===== config.mk =====
export PLATFORM = sky130hd
export DESIGN_NAME = tree_entry_stream_parser
export DESIGN_NICKNAME = d
export VERILOG_FILES = /design/src/rtl/tesp_pkg.sv /design/src/rtl/tesp_front.sv /design/src/rtl/tesp_queue.sv /design/src/rtl/tesp_back.sv /design/src/rtl/tree_entry_stream_parser.sv
export SDC_FILE = /design/constraint.sdc
export NUM_CORES = 1
export LEC_CHECK = 0
export BUFFER_PORTS_ARGS = -buffer_cell sky130_fd_sc_hd__buf_2
export CAP_MARGIN = 0
export CORE_MARGIN = 4
export CORE_UTILIZATION = 45
export DETAILED_ROUTE_END_ITERATION = 8
export SYNTH_ARGS = -nofsm -noshare
export SYNTH_HDL_FRONTEND = slang
export SYNTH_SLANG_ARGS = --single-unit

===== constraint.sdc =====
create_clock -name clk -period 5 [get_ports clk]
set_input_delay 1 -clock clk [delete_from_list [all_inputs] [get_ports clk]]
set_output_delay 1 -clock clk [all_outputs]
set_load 0.02 [all_outputs]

===== src/rtl/tesp_pkg.sv =====
// ============================================================================
// tesp_pkg
// Shared types and constants for the tree entry stream parser.
// ============================================================================
package tesp_pkg;

    localparam int HASH_LEN_DEF   = 20;
    localparam int COUNT_BITS_DEF = 16;

    localparam int BYTE_W  = 8;
    localparam int KIND_W  = 3;
    localparam int ETYPE_W = 2;
    localparam int PERM_W  = 9;
    localparam int ERR_W   = 2;
    localparam int CNT_W   = 16;
    localparam int MODE_W  = 16;

    localparam int Q_DEPTH = 2;
    localparam int QPTR_W  = $clog2(Q_DEPTH);
    localparam int QCNT_W  = $clog2(Q_DEPTH + 1);

    localparam logic [BYTE_W-1:0] CH_ZERO  = 8'h30;
    localparam logic [BYTE_W-1:0] CH_SEVEN = 8'h37;
    localparam logic [BYTE_W-1:0] CH_SPACE = 8'h20;
    localparam logic [BYTE_W-1:0] CH_NUL   = 8'h00;

    localparam logic [3:0] FMT_FILE    = 4'b1000;
    localparam logic [3:0] FMT_DIR     = 4'b0100;
    localparam logic [3:0] FMT_SYMLINK = 4'b1010;

    typedef enum logic [KIND_W-1:0] {
        K_NAME   = 3'd0,
        K_HASH   = 3'd1,
        K_ENTRY  = 3'd2,
        K_OBJECT = 3'd3,
        K_ERROR  = 3'd4
    } kind_t;

    typedef enum logic [ERR_W-1:0] {
        E_DIGIT = 2'd0,
        E_TRUNC = 2'd1,
        E_EMPTY = 2'd2,
        E_TYPE  = 2'd3
    } err_t;

    typedef enum logic [ETYPE_W-1:0] {
        T_FILE    = 2'd0,
        T_DIR     = 2'd1,
        T_SYMLINK = 2'd2
    } etype_t;

    // Everything one input byte produces, in output order:
    // data word, then entry-done or error, then object-done.
    typedef struct packed {
        logic              data_v;
        logic              data_hash;
        logic [BYTE_W-1:0] data_byte;
        logic              mid_v;
        logic              mid_err;
        err_t              err;
        etype_t            etype;
        logic [PERM_W-1:0] perm;
        logic              obj_v;
    } op_t;

endpackage


===== src/rtl/tesp_front.sv =====
// ============================================================================
// tesp_front
// Byte parser: tracks mode, name and hash phases, builds up to one op per byte.
// ============================================================================
module tesp_front #(
    parameter int HASH_LEN = tesp_pkg::HASH_LEN_DEF
) (
    input  logic                       clk,
    input  logic                       rst_n,
    input  logic                       in_valid,
    input  logic [tesp_pkg::BYTE_W-1:0] in_byte,
    input  logic                       end_of_object,
    output logic                       op_push,
    output tesp_pkg::op_t              op
);
    import tesp_pkg::*;

    localparam int HCNT_W = $clog2(HASH_LEN + 1);

    typedef enum logic [5:0] {
        ST_MODE_FIRST = 6'b000001,
        ST_MODE_MORE  = 6'b000010,
        ST_NAME_FIRST = 6'b000100,
        ST_NAME_MORE  = 6'b001000,
        ST_HASH       = 6'b010000,
        ST_DROP       = 6'b100000
    } state_t;

    state_t              state_reg, state_next, state_parse;
    logic [MODE_W-1:0]   mode_reg, mode_next;
    logic [HCNT_W-1:0]   hcnt_reg, hcnt_next, hcnt_inc;
    logic                digit;
    logic [3:0]          fmt;

    always_comb
    begin
        digit       = in_byte inside {[CH_ZERO:CH_SEVEN]};
        fmt         = mode_reg[MODE_W-1:MODE_W-4];
        hcnt_inc    = HCNT_W'(hcnt_reg + 1'b1);
        op          = '0;
        state_parse = state_reg;
        mode_next   = mode_reg;
        hcnt_next   = hcnt_reg;
        case (state_reg)
            ST_MODE_FIRST:
            begin
                if (!digit)
                begin
                    op.mid_v    = 1'b1;
                    op.mid_err  = 1'b1;
                    op.err      = E_DIGIT;
                    state_parse = ST_DROP;
                end
                else
                begin
                    mode_next   = MODE_W'(in_byte[2:0]);
                    state_parse = ST_MODE_MORE;
                end
            end
            ST_MODE_MORE:
            begin
                if (in_byte == CH_SPACE)
                begin
                    state_parse = ST_NAME_FIRST;
                end
                else if (!digit)
                begin
                    op.mid_v    = 1'b1;
                    op.mid_err  = 1'b1;
                    op.err      = E_DIGIT;
                    state_parse = ST_DROP;
                end
                else
                begin
                    mode_next = {mode_reg[MODE_W-4:0], in_byte[2:0]};
                end
            end
            ST_NAME_FIRST:
            begin
                if (in_byte == CH_NUL)
                begin
                    op.mid_v    = 1'b1;
                    op.mid_err  = 1'b1;
                    op.err      = E_EMPTY;
                    state_parse = ST_DROP;
                end
                else
                begin
                    op.data_v    = 1'b1;
                    op.data_byte = in_byte;
                    state_parse  = ST_NAME_MORE;
                end
            end
            ST_NAME_MORE:
            begin
                if (in_byte == CH_NUL)
                begin
                    state_parse = ST_HASH;
                    hcnt_next   = '0;
                end
                else
                begin
                    op.data_v    = 1'b1;
                    op.data_byte = in_byte;
                end
            end
            ST_HASH:
            begin
                op.data_v    = 1'b1;
                op.data_hash = 1'b1;
                op.data_byte = in_byte;
                hcnt_next    = hcnt_inc;
                if (hcnt_inc == HCNT_W'(HASH_LEN))
                begin
                    op.mid_v = 1'b1;
                    op.perm  = mode_reg[PERM_W-1:0];
                    if (fmt == FMT_FILE || fmt == FMT_DIR || fmt == FMT_SYMLINK)
                    begin
                        op.etype    = (fmt == FMT_FILE) ? T_FILE :
                                      (fmt == FMT_DIR)  ? T_DIR : T_SYMLINK;
                        state_parse = ST_MODE_FIRST;
                        mode_next   = '0;
                        hcnt_next   = '0;
                    end
                    else
                    begin
                        op.mid_err  = 1'b1;
                        op.err      = E_TYPE;
                        op.perm     = '0;
                        state_parse = ST_DROP;
                    end
                end
            end
            ST_DROP:
            begin
                state_parse = ST_DROP;
            end
            default:
            begin
                state_parse = ST_DROP;
            end
        endcase

        state_next = state_parse;
        if (end_of_object)
        begin
            // truncated unless the byte closed an entry or an error is pending
            if (state_parse != ST_DROP &&
                (state_parse != ST_MODE_FIRST || !(op.data_v || op.mid_v)))
            begin
                op.mid_v   = 1'b1;
                op.mid_err = 1'b1;
                op.err     = E_TRUNC;
                op.etype   = T_FILE;
                op.perm    = '0;
            end
            op.obj_v   = 1'b1;
            state_next = ST_MODE_FIRST;
            mode_next  = '0;
            hcnt_next  = '0;
        end
        op_push = in_valid && (op.data_v || op.mid_v || op.obj_v);
    end

    always_ff @(posedge clk or negedge rst_n)
    begin
        if (!rst_n)
        begin
            state_reg <= ST_MODE_FIRST;
            mode_reg  <= '0;
            hcnt_reg  <= '0;
        end
        else if (in_valid)
        begin
            state_reg <= state_next;
            mode_reg  <= mode_next;
            hcnt_reg  <= hcnt_next;
        end
    end

endmodule


===== src/rtl/tesp_queue.sv =====
// ============================================================================
// tesp_queue
// Short op queue between parser and result generator.
// ============================================================================
module tesp_queue (
    input  logic          clk,
    input  logic          rst_n,
    input  logic          push,
    input  tesp_pkg::op_t push_op,
    output logic          full,
    input  logic          pop,
    output tesp_pkg::op_t head_op,
    output logic          empty
);
    import tesp_pkg::*;

    op_t               slot_reg [Q_DEPTH];
    logic [QPTR_W-1:0] wr_ptr_reg, rd_ptr_reg;
    logic [QCNT_W-1:0] cnt_reg;
    logic              do_push, do_pop;

    assign full    = (cnt_reg == QCNT_W'(Q_DEPTH));
    assign empty   = (cnt_reg == '0);
    assign do_push = push && !full;
    assign do_pop  = pop && !empty;
    assign head_op = slot_reg[rd_ptr_reg];

    always_ff @(posedge clk)
    begin
        if (do_push)
        begin
            slot_reg[wr_ptr_reg] <= push_op;
        end
    end

    always_ff @(posedge clk or negedge rst_n)
    begin
        if (!rst_n)
        begin
            wr_ptr_reg <= '0;
            rd_ptr_reg <= '0;
            cnt_reg    <= '0;
        end
        else
        begin
            if (do_push)
            begin
                wr_ptr_reg <= QPTR_W'(wr_ptr_reg + 1'b1);
            end
            if (do_pop)
            begin
                rd_ptr_reg <= QPTR_W'(rd_ptr_reg + 1'b1);
            end
            if (do_push && !do_pop)
            begin
                cnt_reg <= QCNT_W'(cnt_reg + 1'b1);
            end
            else if (do_pop && !do_push)
            begin
                cnt_reg <= QCNT_W'(cnt_reg - 1'b1);
            end
        end
    end

endmodule


===== src/rtl/tesp_back.sv =====
// ============================================================================
// tesp_back
// Result generator: expands ops into words, keeps saturating counts.
// ============================================================================
module tesp_back #(
    parameter int COUNT_BITS = tesp_pkg::COUNT_BITS_DEF
) (
    input  logic                         clk,
    input  logic                         rst_n,
    input  tesp_pkg::op_t                head_op,
    input  logic                         q_empty,
    output logic                         q_pop,
    output logic                         empty,
    input  logic                         pop,
    output logic [tesp_pkg::KIND_W-1:0]  kind,
    output logic [tesp_pkg::BYTE_W-1:0]  data_byte,
    output logic [tesp_pkg::ETYPE_W-1:0] entry_type,
    output logic [tesp_pkg::PERM_W-1:0]  permissions,
    output logic                         has_permissions,
    output logic [tesp_pkg::ERR_W-1:0]   error_code,
    output logic [tesp_pkg::CNT_W-1:0]   entry_count,
    output logic [tesp_pkg::CNT_W-1:0]   subdir_count,
    output logic                         last_of_run
);
    import tesp_pkg::*;

    localparam logic [COUNT_BITS-1:0] CNT_MAX = {COUNT_BITS{1'b1}};

    logic                  out_valid_reg;
    kind_t                 kind_reg, kind_next;
    logic [BYTE_W-1:0]     byte_reg, byte_next;
    logic [ETYPE_W-1:0]    etype_reg, etype_next;
    logic [PERM_W-1:0]     perm_reg, perm_next;
    logic                  hasp_reg, hasp_next;
    logic [ERR_W-1:0]      err_reg, err_next;
    logic [CNT_W-1:0]      ecnt_out_reg, ecnt_out_next;
    logic [CNT_W-1:0]      scnt_out_reg, scnt_out_next;
    logic                  last_reg, last_next;
    logic                  data_sent_reg, data_sent_next;
    logic                  mid_sent_reg, mid_sent_next;
    logic [COUNT_BITS-1:0] ecnt_reg, ecnt_next;
    logic [COUNT_BITS-1:0] scnt_reg, scnt_next;
    logic                  load, sel_data, sel_mid;

    assign empty           = !out_valid_reg;
    assign kind            = kind_reg;
    assign data_byte       = byte_reg;
    assign entry_type      = etype_reg;
    assign permissions     = perm_reg;
    assign has_permissions = hasp_reg;
    assign error_code      = err_reg;
    assign entry_count     = ecnt_out_reg;
    assign subdir_count    = scnt_out_reg;
    assign last_of_run     = last_reg;

    always_comb
    begin
        load      = !q_empty && (!out_valid_reg || pop);
        sel_data  = head_op.data_v && !data_sent_reg;
        sel_mid   = !sel_data && head_op.mid_v && !mid_sent_reg;
        ecnt_next = ecnt_reg;
        scnt_next = scnt_reg;
        kind_next = K_OBJECT;
        byte_next = '0;
        etype_next = '0;
        perm_next = '0;
        hasp_next = 1'b0;
        err_next  = '0;
        last_next = 1'b1;
        data_sent_next = data_sent_reg;
        mid_sent_next  = mid_sent_reg;
        if (sel_data)
        begin
            kind_next = head_op.data_hash ? K_HASH : K_NAME;
            byte_next = head_op.data_byte;
            last_next = !(head_op.mid_v || head_op.obj_v);
        end
        else if (sel_mid)
        begin
            last_next = !head_op.obj_v;
            if (head_op.mid_err)
            begin
                kind_next = K_ERROR;
                err_next  = head_op.err;
            end
            else
            begin
                kind_next  = K_ENTRY;
                etype_next = head_op.etype;
                perm_next  = head_op.perm;
                hasp_next  = (head_op.perm != '0);
                if (ecnt_reg != CNT_MAX)
                begin
                    ecnt_next = COUNT_BITS'(ecnt_reg + 1'b1);
                end
                if (head_op.etype == T_DIR && scnt_reg != CNT_MAX)
                begin
                    scnt_next = COUNT_BITS'(scnt_reg + 1'b1);
                end
            end
        end
        ecnt_out_next = CNT_W'(ecnt_next);
        scnt_out_next = CNT_W'(scnt_next);
        if (!sel_data && !sel_mid)
        begin
            ecnt_next = '0;
            scnt_next = '0;
        end
        if (last_next)
        begin
            data_sent_next = 1'b0;
            mid_sent_next  = 1'b0;
        end
        else if (sel_data)
        begin
            data_sent_next = 1'b1;
        end
        else
        begin
            mid_sent_next = 1'b1;
        end
        q_pop = load && last_next;
    end

    always_ff @(posedge clk or negedge rst_n)
    begin
        if (!rst_n)
        begin
            out_valid_reg <= 1'b0;
            data_sent_reg <= 1'b0;
            mid_sent_reg  <= 1'b0;
            ecnt_reg      <= '0;
            scnt_reg      <= '0;
        end
        else if (load)
        begin
            out_valid_reg <= 1'b1;
            data_sent_reg <= data_sent_next;
            mid_sent_reg  <= mid_sent_next;
            ecnt_reg      <= ecnt_next;
            scnt_reg      <= scnt_next;
        end
        else if (pop)
        begin
            out_valid_reg <= 1'b0;
        end
    end

    always_ff @(posedge clk)
    begin
        if (load)
        begin
            kind_reg     <= kind_next;
            byte_reg     <= byte_next;
            etype_reg    <= etype_next;
            perm_reg     <= perm_next;
            hasp_reg     <= hasp_next;
            err_reg      <= err_next;
            ecnt_out_reg <= ecnt_out_next;
            scnt_out_reg <= scnt_out_next;
            last_reg     <= last_next;
        end
    end

endmodule


===== src/rtl/tree_entry_stream_parser.sv =====
// ============================================================================
// tree_entry_stream_parser
// Streaming tree object parser: passes name and hash bytes, reports entry
// type, permissions and counts, flags errors.
// ============================================================================
//  channel | direction | handshake        | words
//  input   | in        | push / full      | in_byte, end_of_object
//  result  | out       | empty / pop      | kind .. last_of_run
//
//  One input byte per cycle is accepted while the two-entry op queue has room.
//  A byte gives zero to three result words, queued as one op and registered
//  onto the result ports; the result side emits one word a cycle while the
//  receiver pops, so an op of several words stays at the queue head until its last word loads.
//  Reset clears parser state, queue and counts; no clearing pass.
// ============================================================================
module tree_entry_stream_parser #(
    parameter int HASH_LEN   = tesp_pkg::HASH_LEN_DEF,
    parameter int COUNT_BITS = tesp_pkg::COUNT_BITS_DEF
) (
    input  logic                         clk,
    input  logic                         rst_n,
    input  logic                         push,
    output logic                         full,
    input  logic [tesp_pkg::BYTE_W-1:0]  in_byte,
    input  logic                         end_of_object,
    output logic                         empty,
    input  logic                         pop,
    output logic [tesp_pkg::KIND_W-1:0]  kind,
    output logic [tesp_pkg::BYTE_W-1:0]  data_byte,
    output logic [tesp_pkg::ETYPE_W-1:0] entry_type,
    output logic [tesp_pkg::PERM_W-1:0]  permissions,
    output logic                         has_permissions,
    output logic [tesp_pkg::ERR_W-1:0]   error_code,
    output logic [tesp_pkg::CNT_W-1:0]   entry_count,
    output logic [tesp_pkg::CNT_W-1:0]   subdir_count,
    output logic                         last_of_run
);
    import tesp_pkg::*;

    op_t  front_op, head_op;
    logic op_push, q_empty, q_pop, accept;

    assign accept = push && !full;

    tesp_front #(
        .HASH_LEN (HASH_LEN)
    ) u_front (
        .clk           (clk),
        .rst_n         (rst_n),
        .in_valid      (accept),
        .in_byte       (in_byte),
        .end_of_object (end_of_object),
        .op_push       (op_push),
        .op            (front_op)
    );

    tesp_queue u_queue (
        .clk     (clk),
        .rst_n   (rst_n),
        .push    (op_push),
        .push_op (front_op),
        .full    (full),
        .pop     (q_pop),
        .head_op (head_op),
        .empty   (q_empty)
    );

    tesp_back #(
        .COUNT_BITS (COUNT_BITS)
    ) u_back (
        .clk             (clk),
        .rst_n           (rst_n),
        .head_op         (head_op),
        .q_empty         (q_empty),
        .q_pop           (q_pop),
        .empty           (empty),
        .pop             (pop),
        .kind            (kind),
        .data_byte       (data_byte),
        .entry_type      (entry_type),
        .permissions     (permissions),
        .has_permissions (has_permissions),
        .error_code      (error_code),
        .entry_count     (entry_count),
        .subdir_count    (subdir_count),
        .last_of_run     (last_of_run)
    );

endmodule


==> results of run 1 <==
cell families (layout without fill, tap and decap cells):
family | after synthesis | after routing | synth area share [%]
DFF | 176 | 176 | 59.0
and+or+nand+nor | 280 | 280 | 17.3
adders and majority gates | 5 | 5 | 0.745
buffers and inverters | 67 | 146 | 3.23
muxes | 44 | 44 | 5.53
xor gates and xnor gates | 38 | 38 | 3.96
AOI/OAI and AO/OA | 121 | 121 | 10.2
stage by stage:
step | hold slack (ns) | total power, W | util (%) | instance area, um^2
after global placement | 0.487 | 0.00353 | 49.4 | 8970
after global routing | 0.537 | 0.00509 | 52.7 | 9560
after floorplan | 0.455 | 0.00312 | - | 8400
after CTS | 0.517 | 0.00488 | 52.7 | 9560
after detailed placement | 0.499 | 0.00357 | 49.4 | 8970
final | 0.519 | 0.00482 | 52.7 | 9560
how the worst max path moves through the flow:
stage | endpoint | depth (start not counted)
floorplan | u_queue.slot_reg[0][0] | 5
detailed placement | u_queue.slot_reg[0][22] | 7
global placement | u_queue.slot_reg[0][17] | 7
finish | u_queue.cnt_reg[1] | 10
global route | u_queue.cnt_reg[1] | 10
CTS | u_queue.cnt_reg[1] | 10
power breakdown:
group	switching (W)	total (W)	internal (W)	leakage (nW)
registers	0.000125	0.00205	0.00193	2.00
clock network	0.000627	0.00130	0.000671	0.286
logic	0.00101	0.00147	0.000455	1.59
total	0.00176	0.00482	0.00305	3.88
per-layer routing:
metal	vias up	track usage [%]
met3	21	2.78
met1	2904	23.9
li1	2852	-
met5	-	0
met4	0	5.65
met2	163	29.2
placed cells by master (no fill, tap or decap), types with 9 or more instances in the layout:
| cell type | synthesis | final |
|---|---|---|
| nand3_1 | 29 | 29 |
| or3_1 | 9 | 9 |
| buf_4 | 0 | 9 |
| and2_1 | 12 | 12 |
| clkbuf_16 | 0 | 17 |
| nor3_1 | 20 | 20 |
| a31oi_1 | 20 | 20 |
| and3_1 | 9 | 9 |
| or4_1 | 11 | 11 |
| edfxtp_1 | 110 | 110 |
| xnor2_1 | 19 | 19 |
| xor2_1 | 19 | 19 |
| inv_1 | 32 | 32 |
| nand2_1 | 67 | 67 |
| nor2_1 | 54 | 54 |
| mux2i_1 | 36 | 36 |
| buf_2 | 4 | 72 |
| nor4_1 | 19 | 19 |
| dfrtp_1 | 65 | 65 |
| o21ai_0 | 27 | 26 |
| nand4_1 | 18 | 18 |
| a21oi_1 | 19 | 19 |
critical path, delay by kind of cell, from the launching register on:
kind | cells | cell delay [ns]
simple gates | 3 | 0.96
compound gates | 1 | 0.16
fa+ha+maj | 1 | 0.22
xor+xnor | 2 | 0.29
buf+inv | 2 | 0.56
flops | 1 | 0.33
mux | 1 | 0.46
layout make-up:
class                           instances  area (um^2)  area share (%)
Clock inverter                         15          164            1.71
Inverter                               33          124            1.30
Tap cell                              229          287            3.00
Sequential cell                       176         4960            51.8
Multi-Input combinational cell        488         3180            33.2
Timing Repair Buffer                   81          428            4.48
Clock buffer                           17          425            4.45
==> results.md, run 1 <==
- Outcome: complete, no violations
- Top-count cell post-synth: edfxtp_1
- Yosys cell types: 67
- DR iter-0 viols: 472
- CTS sink cnt: 176
- Period utilization: 61.5%
- Cell Count, Final, Fillers Out: 1039
- Max clock buf depth: 2
- Chip width: 145 um
- Top post-synthesis cells by count: 110 x edfxtp_1, 67 x nand2_1, 65 x dfrtp_1
- Area fraction of the dominant cell type after synthesis: 39.3%
- Crit-path cells: buf_4 -> mux2_2 -> nand2_1 -> a211oi_1 -> nor3_1 -> inv_1 -> ha_1 -> xor2_1 -> nor2_1 -> xor2_1
- Clk Latency, worst-skew pair: 0.43 ns
- CTS Hold Bufs: 0
- Diode count: 0
- Placed Cells incl. Taps: 1007
- Post-CTS Resized: 0
- Post-synthesis register bit count: 176
- Root Driver: clkbuf_16
- Ys Warns: 0
- Layout fillers: 1587
- I/O Buffers: 72
- Final setup fails: 0
- Worst setup startpoint: u_queue.rd_ptr_reg
- Leak: 3.88 nW
- HP Class: reg -> reg
- Final Hold Fails: 0
- Initial core utilization: 46.3%
- Drt pass-1 iters: 6
- Met3 WL: 765 um
- Max Clock Freq: 325 MHz
- WL final: 17800 um
- Area leader, netlist: edfxtp_1
- Skew final: 0.00800 ns
- Most numerous cell on the critical path: xor2_1
- Slew HR: 34.8%
- Req. time, crit path: 5.35 ns
- Max-cap violations: 0
- Hold path startpoint: u_queue.wr_ptr_reg
- Layout cells sized above 1: 17.7%
- Endpoint, Worst Hold: u_queue.wr_ptr_reg
- RD Place Congestion: 0.983
- TritonCTS clock tree: built
- Overflow after GRT: 0
- Reg-to-Reg Start: u_queue.rd_ptr_reg
- CTS Buf Count: 17
- Tmin final: 3.07 ns
- Synth Flop Type: edfxtp_1
- CP max stage delay: 0.47 ns
- Syn avg cell area: 11.5 um^2
- Dpl hpwl: 12400 um
- DR DRC count: 0
- Synth async-reset ratio: 37.5%
- Core Rows: 49
- Register area share after synthesis: 59.0%
- Worst-path clk slew: 0.07 ns
- Syn nets: 749
- CP Class: reg -> reg
- Vias in the first global route: 5586
- Antenna violations before repair: 0
- Routed WL per cell: 17.1 um
- Via count: 5940
- DR top layer: met4
- I/O pin count: 73
- Postcts setup bufs: 0
- Critical path launch point type: flip-flop
- RSZ-0062 raised after global routing: no
- Critical-path top delay cell: buf_4
- Pre-CTS setup slack: 1.71 ns
- Antenna viol nets, final: 0
- WHS Path Cells: 1
- Worst slew pin tran: 0.976 ns
- R2R Setup Slk: 1.93 ns
- Core Box Area: 0.0181 mm^2
- CP max FO: 36
- Worst IR drop on VDD: 288 uV
- Vias per inst: 5.72
- Nets: 815
- Worst Setup End Kind: flip-flop
- Total GRT Usage: 17.6%
- Global-route wire length before repair: 28900 um
- Number of enable flip-flop cells after synthesis: 110
- Post-Syn Area: 0.00840 mm^2
- Setup tns final: 0 ns
- Largest register FFs: 52
- Largest net degree at the start of global routing: 43
- Ranking of synthesized cells by area: edfxtp_1 39%, dfrtp_1 19%, mux2i_1 4.3%
- Die area: 0.0209 mm^2
- H-tree Lvls: 4
- Mapped Cells: 731
- Pwr dens: 504 mW/mm^2
- P&R area growth vs syn: 13.8%
- Met1 Wirelength: 8040 um
- Crit path arrival time: 3.43 ns
- Met2 Routed Length: 8710 um
- Setup ws final: 1.93 ns
- Worst-case reg-to-reg path depth: 10
- Die height: 145 um
- R2r endpoint: u_queue.cnt_reg[1]
- Final Max Tran Viols: 0
Note: power is estimated with default switching activity, not from simulation.
==> inputs of run 2 (changes only) <==
--- a/config.mk
+++ b/config.mk
@@ -5,11 +5,13 @@
 export SDC_FILE = /design/constraint.sdc
 export NUM_CORES = 1
 export LEC_CHECK = 0
+export ABC_AREA = 1
 export BUFFER_PORTS_ARGS = -buffer_cell sky130_fd_sc_hd__buf_2
 export CAP_MARGIN = 0
 export CORE_MARGIN = 4
 export CORE_UTILIZATION = 45
 export DETAILED_ROUTE_END_ITERATION = 8
+export PLACE_DENSITY = 0.65
 export SYNTH_ARGS = -nofsm -noshare
 export SYNTH_HDL_FRONTEND = slang
 export SYNTH_SLANG_ARGS = --single-unit
==> constraint.sdc (replaced) <==
create_clock -name clk -period 2.6 [get_ports clk]
set_input_delay 0.52 -clock clk [delete_from_list [all_inputs] [get_ports clk]]
set_output_delay 0.52 -clock clk [all_outputs]
set_load 0.02 [all_outputs]
==> results.md, run 2 <==
- Commonest non-fill, non-tap cell in the layout: nand2_1
- Vias per inst: 5.00 (-12%)
- Clk Latency, worst-skew pair: 0.44 ns (about the same)
- Tmin final: 2.34 ns (-0.733 ns)
- CTS sink cnt: 176 (unchanged)
- Area after DPL: 0.00902 mm^2 (+0.54%)
- Core Box Area: 0.0181 mm^2 (-0.34%)
- Outcome: complete, no violations
- Final Hold Fails: 0 (unchanged)
- Core Util, Final: 53.2% (+0.55 points)
- Area leader, netlist: edfxtp_1
- Register area share after synthesis: 59.6% (+0.56 points)
- Max clock buf depth: 2 (unchanged)
- Largest net degree at the start of global routing: 78 (+81%)
- Final setup fails: 0 (unchanged)
- DR iter-0 viols: 473 (+0.21%)
- Area fraction of the dominant cell type after synthesis: 39.7% (+0.37 points)
- RD Place Congestion: 0.903 (-8.1%)
- Syn avg cell area: 9.34 um^2 (-19%)
- Most frequent cells in the layout: 253 x nand2_1, 110 x edfxtp_1, 108 x inv_1, 82 x nor2_1, 81 x nand3_1
- Diode count: 0 (unchanged)
- Pwr dens: 1060 mW/mm^2 (+110%)
- Worst IR drop on VDD: 534 uV (+85%)
- Req. time, crit path: 2.91 ns (-2.44 ns)
- Root Driver: clkbuf_16
- Drt pass-1 iters: 5 (-1)
- CP max stage delay: 0.44 ns (-0.03 ns)
- Largest register FFs: 52 (unchanged)
- Top-count cell post-synth: nand2_1
- Reg-to-Reg Start: u_front.hcnt_reg[0]
- Mapped Cells: 891 (+22%)
- Die height: 144 um (-0.45%)
- Max Clock Freq: 427 MHz (+31%)
- Max-cap violations: 0 (unchanged)
- H-tree Lvls: 4 (unchanged)
- Crit path arrival time: 2.65 ns (-0.78 ns)
- I/O pin count: 73 (unchanged)
- Routed WL per cell: 14.0 um (-18%)
- Ys Warns: 0 (unchanged)
- Via count: 6124 (+3.1%)
- Worst slew pin tran: 0.802 ns (-0.173 ns)
- CP Class: reg -> reg
- Finished Cell Area: 0.00963 mm^2 (+0.71%)
- RSZ-0062 raised after global routing: no
- CTS Buf Count: 17 (unchanged)
- Post-Syn Area: 0.00832 mm^2 (-0.94%)
- Period utilization: 90.0% (+29 points)
- CP Buf/Inv Count: 2 (unchanged)
- Syn nets: 909 (+21%)
- Crit-path cells: ha_1 -> inv_1 -> nand2_1 -> nand2_1 -> nor2_1 -> nand3_1 -> nor2_1 -> nor2_1 -> nand3_1 -> nand2_2 -> inv_1 -> ha_1 -> a21oi_1 -> o21ai_0 -> xor2_1
- Critical path launch point type: flip-flop
- Overall Power: 0.0102 W (+110%)
- Chip width: 144 um (-0.45%)
- Ranking of synthesized cells by area: edfxtp_1 40%, dfrtp_1 20%, nand2_1 11%
- Antenna viol nets, final: 0 (unchanged)
- CP max FO: 6 (-83%)
- Leak: 4.34 nW (+12%)
- Setup tns final: 0 ns (unchanged)
- Top post-synthesis cells by count: 254 x nand2_1, 110 x edfxtp_1, 109 x inv_1
- Synth async-reset ratio: 37.5% (unchanged)
- CTS Hold Bufs: 0 (unchanged)
- HP Class: in -> async
- Worst setup startpoint: u_front.hcnt_reg[0]
- Final Max Tran Viols: 0 (unchanged)
- Worst Setup End Kind: flip-flop
- Skew final: 0.0105 ns (+0.00249 ns)
- Slew HR: 46.1% (+11 points)
- Die area: 0.0207 mm^2 (-0.89%)
- Number of enable flip-flop cells after synthesis: 110 (unchanged)
- Critical-path top delay cell: dfrtp_2
- Core Rows: 49 (unchanged)
- Layout cells sized above 1: 16.7% (-0.97 points)
- Dpl hpwl: 12100 um (-2.1%)
- I/O Buffers: 72 (unchanged)
- Global-route wire length before repair: 28200 um (-2.4%)
- Worst-path clk slew: 0.07 ns (about the same)
- Yosys cell types: 45 (-33%)
- Overflow after GRT: 0 (unchanged)
- DR DRC count: 0 (unchanged)
- P&R area growth vs syn: 15.7%
- TritonCTS clock tree: built
- Initial core utilization: 46.0% (-0.28 points)
- Synth Flop Type: edfxtp_1
- Antenna violations before repair: 0 (unchanged)
- Total GRT Usage: 17.4% (-0.22 points)
- Post-synthesis register bit count: 176 (unchanged)
- Nets: 1000 (+23%)
- Delay-heaviest family, CP: simple AND/OR/NAND/NOR gates
- Vias in the first global route: 5762 (+3.2%)
- WL final: 17200 um (-3.5%)
- Most numerous cell on the critical path: nor2_1
==> run 2: cell count changes in the layout (fill, tap and decap cells not counted), moves of 11 or more <==
cell     before  now
nor2_1       54   82
inv_1        32  108
xor2_1       19    6
a31oi_1      20    3
nand2_1      67  253
mux2i_1      36    3
xnor2_1      19    1
or4_1        11    0
nor4_1       19    0
nand3_1      29   81
==> run 2: final cells by class <==
class | count | area (um^2)
clock inverters | 14 | 175
clock buffers | 18 | 429
well taps | 229 | 287
fillers | 1614 | 8460
inverters | 116 | 435
multi-input cells | 579 | 2800
flip-flops and latches | 176 | 4960
repair buffers | 92 | 548
==> run 2: path summary, 6_finish.rpt <==
check                                       end  slack (ns)  cells after the start
setup / recovery             u_queue.cnt_reg[1]        0.26                     15
hold / removal               u_back.scnt_reg[3]        0.11                      2
setup reg to reg             u_queue.cnt_reg[1]        0.26                     15
hold reg to reg            u_front.mode_reg[11]        0.48                      2
max in group asynchronous  u_front.state_reg[0]        2.15                      2
min in group clk           u_back.out_valid_reg        0.34                      2
==> run 2: report_power, final <==
part           internal (W)  total (W)  switching, W  leakage (nW)
Clock               0.00153    0.00265       0.00112         0.301
Sequential          0.00391    0.00417      0.000251          1.97
Combinational      0.000982    0.00341       0.00243          2.07
==> run 2: logic make-up after synthesis <==
| family | after synthesis | share of synthesized area [%] |
|---|---|---|
| and+or+nand+nor | 482 | 25.8 |
| DFF | 176 | 59.6 |
| buffers and inverters | 136 | 6.87 |
| AOI/OAI and AO/OA | 80 | 5.54 |
| xor gates and xnor gates | 9 | 1.13 |
| adders and majority gates | 5 | 0.752 |
| muxes | 3 | 0.361 |
==> run 2: metal layers <==
metal  wire (um)  track usage, %  part of all wire (%)
met2        8290            28.8                    48
met5           0               0                     0
met4         312            6.05                   1.8
met3         603            3.59                   3.5
met1        7950            22.8                    46
==> run 2: stage by stage <==
| step | setup slack [ns] | instances | hold WS (ns) |
|---|---|---|---|
| 3_5_place_dp | 0.0776 | 1192 | 0.469 |
| 3_3_place_gp | 0.115 | 1192 | 0.466 |
| 4_1_cts | 0.234 | 1224 | 0.112 |
| 6_report | 0.259 | 1224 | 0.111 |
| 5_1_grt | 0.0170 | 1224 | 0.135 |
| 2_1_floorplan | 0.126 | 891 | 0.224 |
==> run 2: what timing repair did <==
action / in CTS / in global routing
gates resized for setup: 0 / 2
setup buffers: 0 / 0
setup endpoints to repair: 0 / 1
==> inputs of run 3 (changes only) <==
--- a/config.mk
+++ b/config.mk
@@ -7,11 +7,12 @@
 export LEC_CHECK = 0
 export ABC_AREA = 1
 export BUFFER_PORTS_ARGS = -buffer_cell sky130_fd_sc_hd__buf_2
-export CAP_MARGIN = 0
+export CAP_MARGIN = 25
 export CORE_MARGIN = 4
 export CORE_UTILIZATION = 45
 export DETAILED_ROUTE_END_ITERATION = 8
 export PLACE_DENSITY = 0.65
+export REMOVE_ABC_BUFFERS = 1
 export SYNTH_ARGS = -nofsm -noshare
 export SYNTH_HDL_FRONTEND = slang
 export SYNTH_SLANG_ARGS = --single-unit
==> results.md, run 3 (synthesized netlist as in run 2, its figures left out) <==
- Outcome: complete, no violations
- Reg-to-Reg Start: u_queue.rd_ptr_reg
- HP Class: in -> async
- Final setup fails: 0 (unchanged)
- Area after DPL: 0.00903 mm^2 (about the same)
- Worst Setup End Kind: flip-flop
- Placed Cells incl. Taps: 1193 (+0.084%)
- Commonest non-fill, non-tap cell in the layout: nand2_1
- CP Class: reg -> reg
- Die height: 144 um (unchanged)
- Post-CTS Resized: 0 (unchanged)
- Core Box Area: 0.0181 mm^2 (unchanged)
- Most frequent cells in the layout: 254 x nand2_1, 110 x edfxtp_1, 108 x inv_1, 82 x nor2_1, 81 x nand3_1
- Worst slew pin tran: 0.628 ns (-0.175 ns)
- Worst IR drop on VDD: 524 uV (-1.9%)
- Worst-path clk slew: 0.07 ns (about the same)
- Skew final: 0.0123 ns (+0.00178 ns)
- Largest register FFs: 52 (unchanged)
- Period utilization: 90.8% (+0.76 points)
- Req. time, crit path: 2.78 ns (-0.13 ns)
- Multi-input logic area: 0.00279 mm^2 (about the same)
- Overall Power: 0.0102 W (+0.18%)
- Antenna violations before repair: 0 (unchanged)
- Nets: 1001 (+0.10%)
- Diode count: 0 (unchanged)
- Finished Cell Area: 0.00965 mm^2 (+0.25%)
- Tmin final: 2.36 ns (+0.0197 ns)
- Worst-case reg-to-reg path depth: 8 (-7)
- Critical-path top delay cell: dfrtp_1
- Largest net degree at the start of global routing: 78 (unchanged)
- Max-cap violations: 0 (unchanged)
- P&R area growth vs syn: 16.0%
- RSZ-0062 raised after global routing: no
- Chip width: 144 um (unchanged)
- I/O pin count: 73 (unchanged)
- Total GRT Usage: 17.8% (+0.39 points)
- CP max FO: 17 (+11)
- Crit path arrival time: 2.54 ns (-0.11 ns)
- Max clock buf depth: 2 (unchanged)
- Via count: 6131 (+0.11%)
- H-tree Lvls: 4 (unchanged)
- RD Place Congestion: 0.903 (about the same)
- Pwr dens: 1060 mW/mm^2 (about the same)
- Die area: 0.0207 mm^2 (unchanged)
- Postcts setup bufs: 0 (unchanged)
- CP max stage delay: 0.42 ns (-0.02 ns)
- Layout fillers: 1569 (-2.8%)
- DR iter-0 viols: 464 (-1.9%)
- Vias per inst: 5.00 (about the same)
- Dpl hpwl: 12300 um (+1.6%)
- Clk Latency, worst-skew pair: 0.43 ns (about the same)
- Crit-path cells: buf_4 -> o21ai_2 -> inv_2 -> nor2_4 -> nand2_1 -> inv_1 -> nand3_1 -> and2_1
- Layout cells sized above 1: 16.7% (-0.017 points)
- Drt pass-1 iters: 5 (unchanged)
- Critical path launch point type: flip-flop
- Hold slack: 0.0996 ns (-0.0111 ns)
- Seq. cell area: 0.00496 mm^2 (about the same)
- Leak: 4.34 nW (about the same)
- Overflow after GRT: 0 (unchanged)
- I/O Buffers: 72 (unchanged)
- DR DRC count: 0 (unchanged)
- Routed WL per cell: 14.1 um (+0.68%)
- Delay-heaviest family, CP: simple AND/OR/NAND/NOR gates
- Slew HR: 58.1% (+12 points)
- R2R Setup Slk: 0.24 ns (-0.02 ns)
- Vias in the first global route: 5845 (+1.4%)
- Cell Count, Final, Fillers Out: 1225 (+0.082%)
- Final Hold Fails: 0 (unchanged)
- CTS Hold Bufs: 0 (unchanged)
- CTS Buf Count: 17 (unchanged)
- Max Clock Freq: 424 MHz (-0.83%)
- Global-route wire length before repair: 28800 um (+2.3%)
- Final Max Tran Viols: 0 (unchanged)
- TritonCTS clock tree: built
- CP Buf/Inv Count: 3 (+1)
- Initial core utilization: 46.0% (unchanged)
- WL final: 17300 um (+0.76%)
- CTS sink cnt: 176 (unchanged)
- Core Rows: 49 (unchanged)
- Antenna viol nets, final: 0 (unchanged)
- Root Driver: clkbuf_16
- R2r endpoint: u_back.entry_count[4]
[run 3: power breakdown]
part	total [W]	switching (W)	internal (W)	leakage (nW)
logic	0.00340	0.00245	0.000952	2.07
registers	0.00416	0.000244	0.00391	1.97
clock network	0.00269	0.00114	0.00154	0.300
total	0.0102	0.00384	0.00641	4.34
[run 3: metrics by stage]
stage / worst slack [ns] / utilization, % / setup TNS, ns
CTS: 0.242 / 53.4 / 0
floorplan: -0.654 / - / -41.06
finish: 0.240 / 53.4 / 0
global route: 0.00983 / 53.4 / 0
global placement: 0.156 / 49.9 / 0
detailed placement: 0.0844 / 49.9 / 0
[run 3: final cells by class]
type                            instances  area share, %
Clock inverter                         15           2.06
Sequential cell                       176           51.4
Tap cell                              229           2.97
Clock buffer                           17           4.41
Multi-Input combinational cell        579           28.9
Inverter                              116           4.51
Timing Repair Buffer                   93           5.76
[run 3: per-layer routing]
layer  part of all wire [%]  wire [um]  vias up  track usage, %
met3                    4.9        840       19            4.06
met4                    1.3        231        0            5.65
met1                     47       8050     2861            24.4
met2                     47       8160      134            28.2
met5                      0          0        -               0
li1                       -          -     3117               -
[run 3: worst max-delay path by stage]
stage	start	end	slack, ns	cells past startpoint
2_1_floorplan	pop	u_back.ecnt_reg[11]	-0.65	6
3_3_place_gp	in_byte[7]	u_queue.cnt_reg[1]	0.16	13
3_5_place_dp	in_byte[7]	u_queue.cnt_reg[1]	0.08	13
4_1_cts	u_queue.rd_ptr_reg	u_back.entry_count[4]	0.24	8
5_1_grt	u_queue.rd_ptr_reg	u_back.subdir_count[4]	0.01	10
6_report	u_queue.rd_ptr_reg	u_back.entry_count[4]	0.24	8
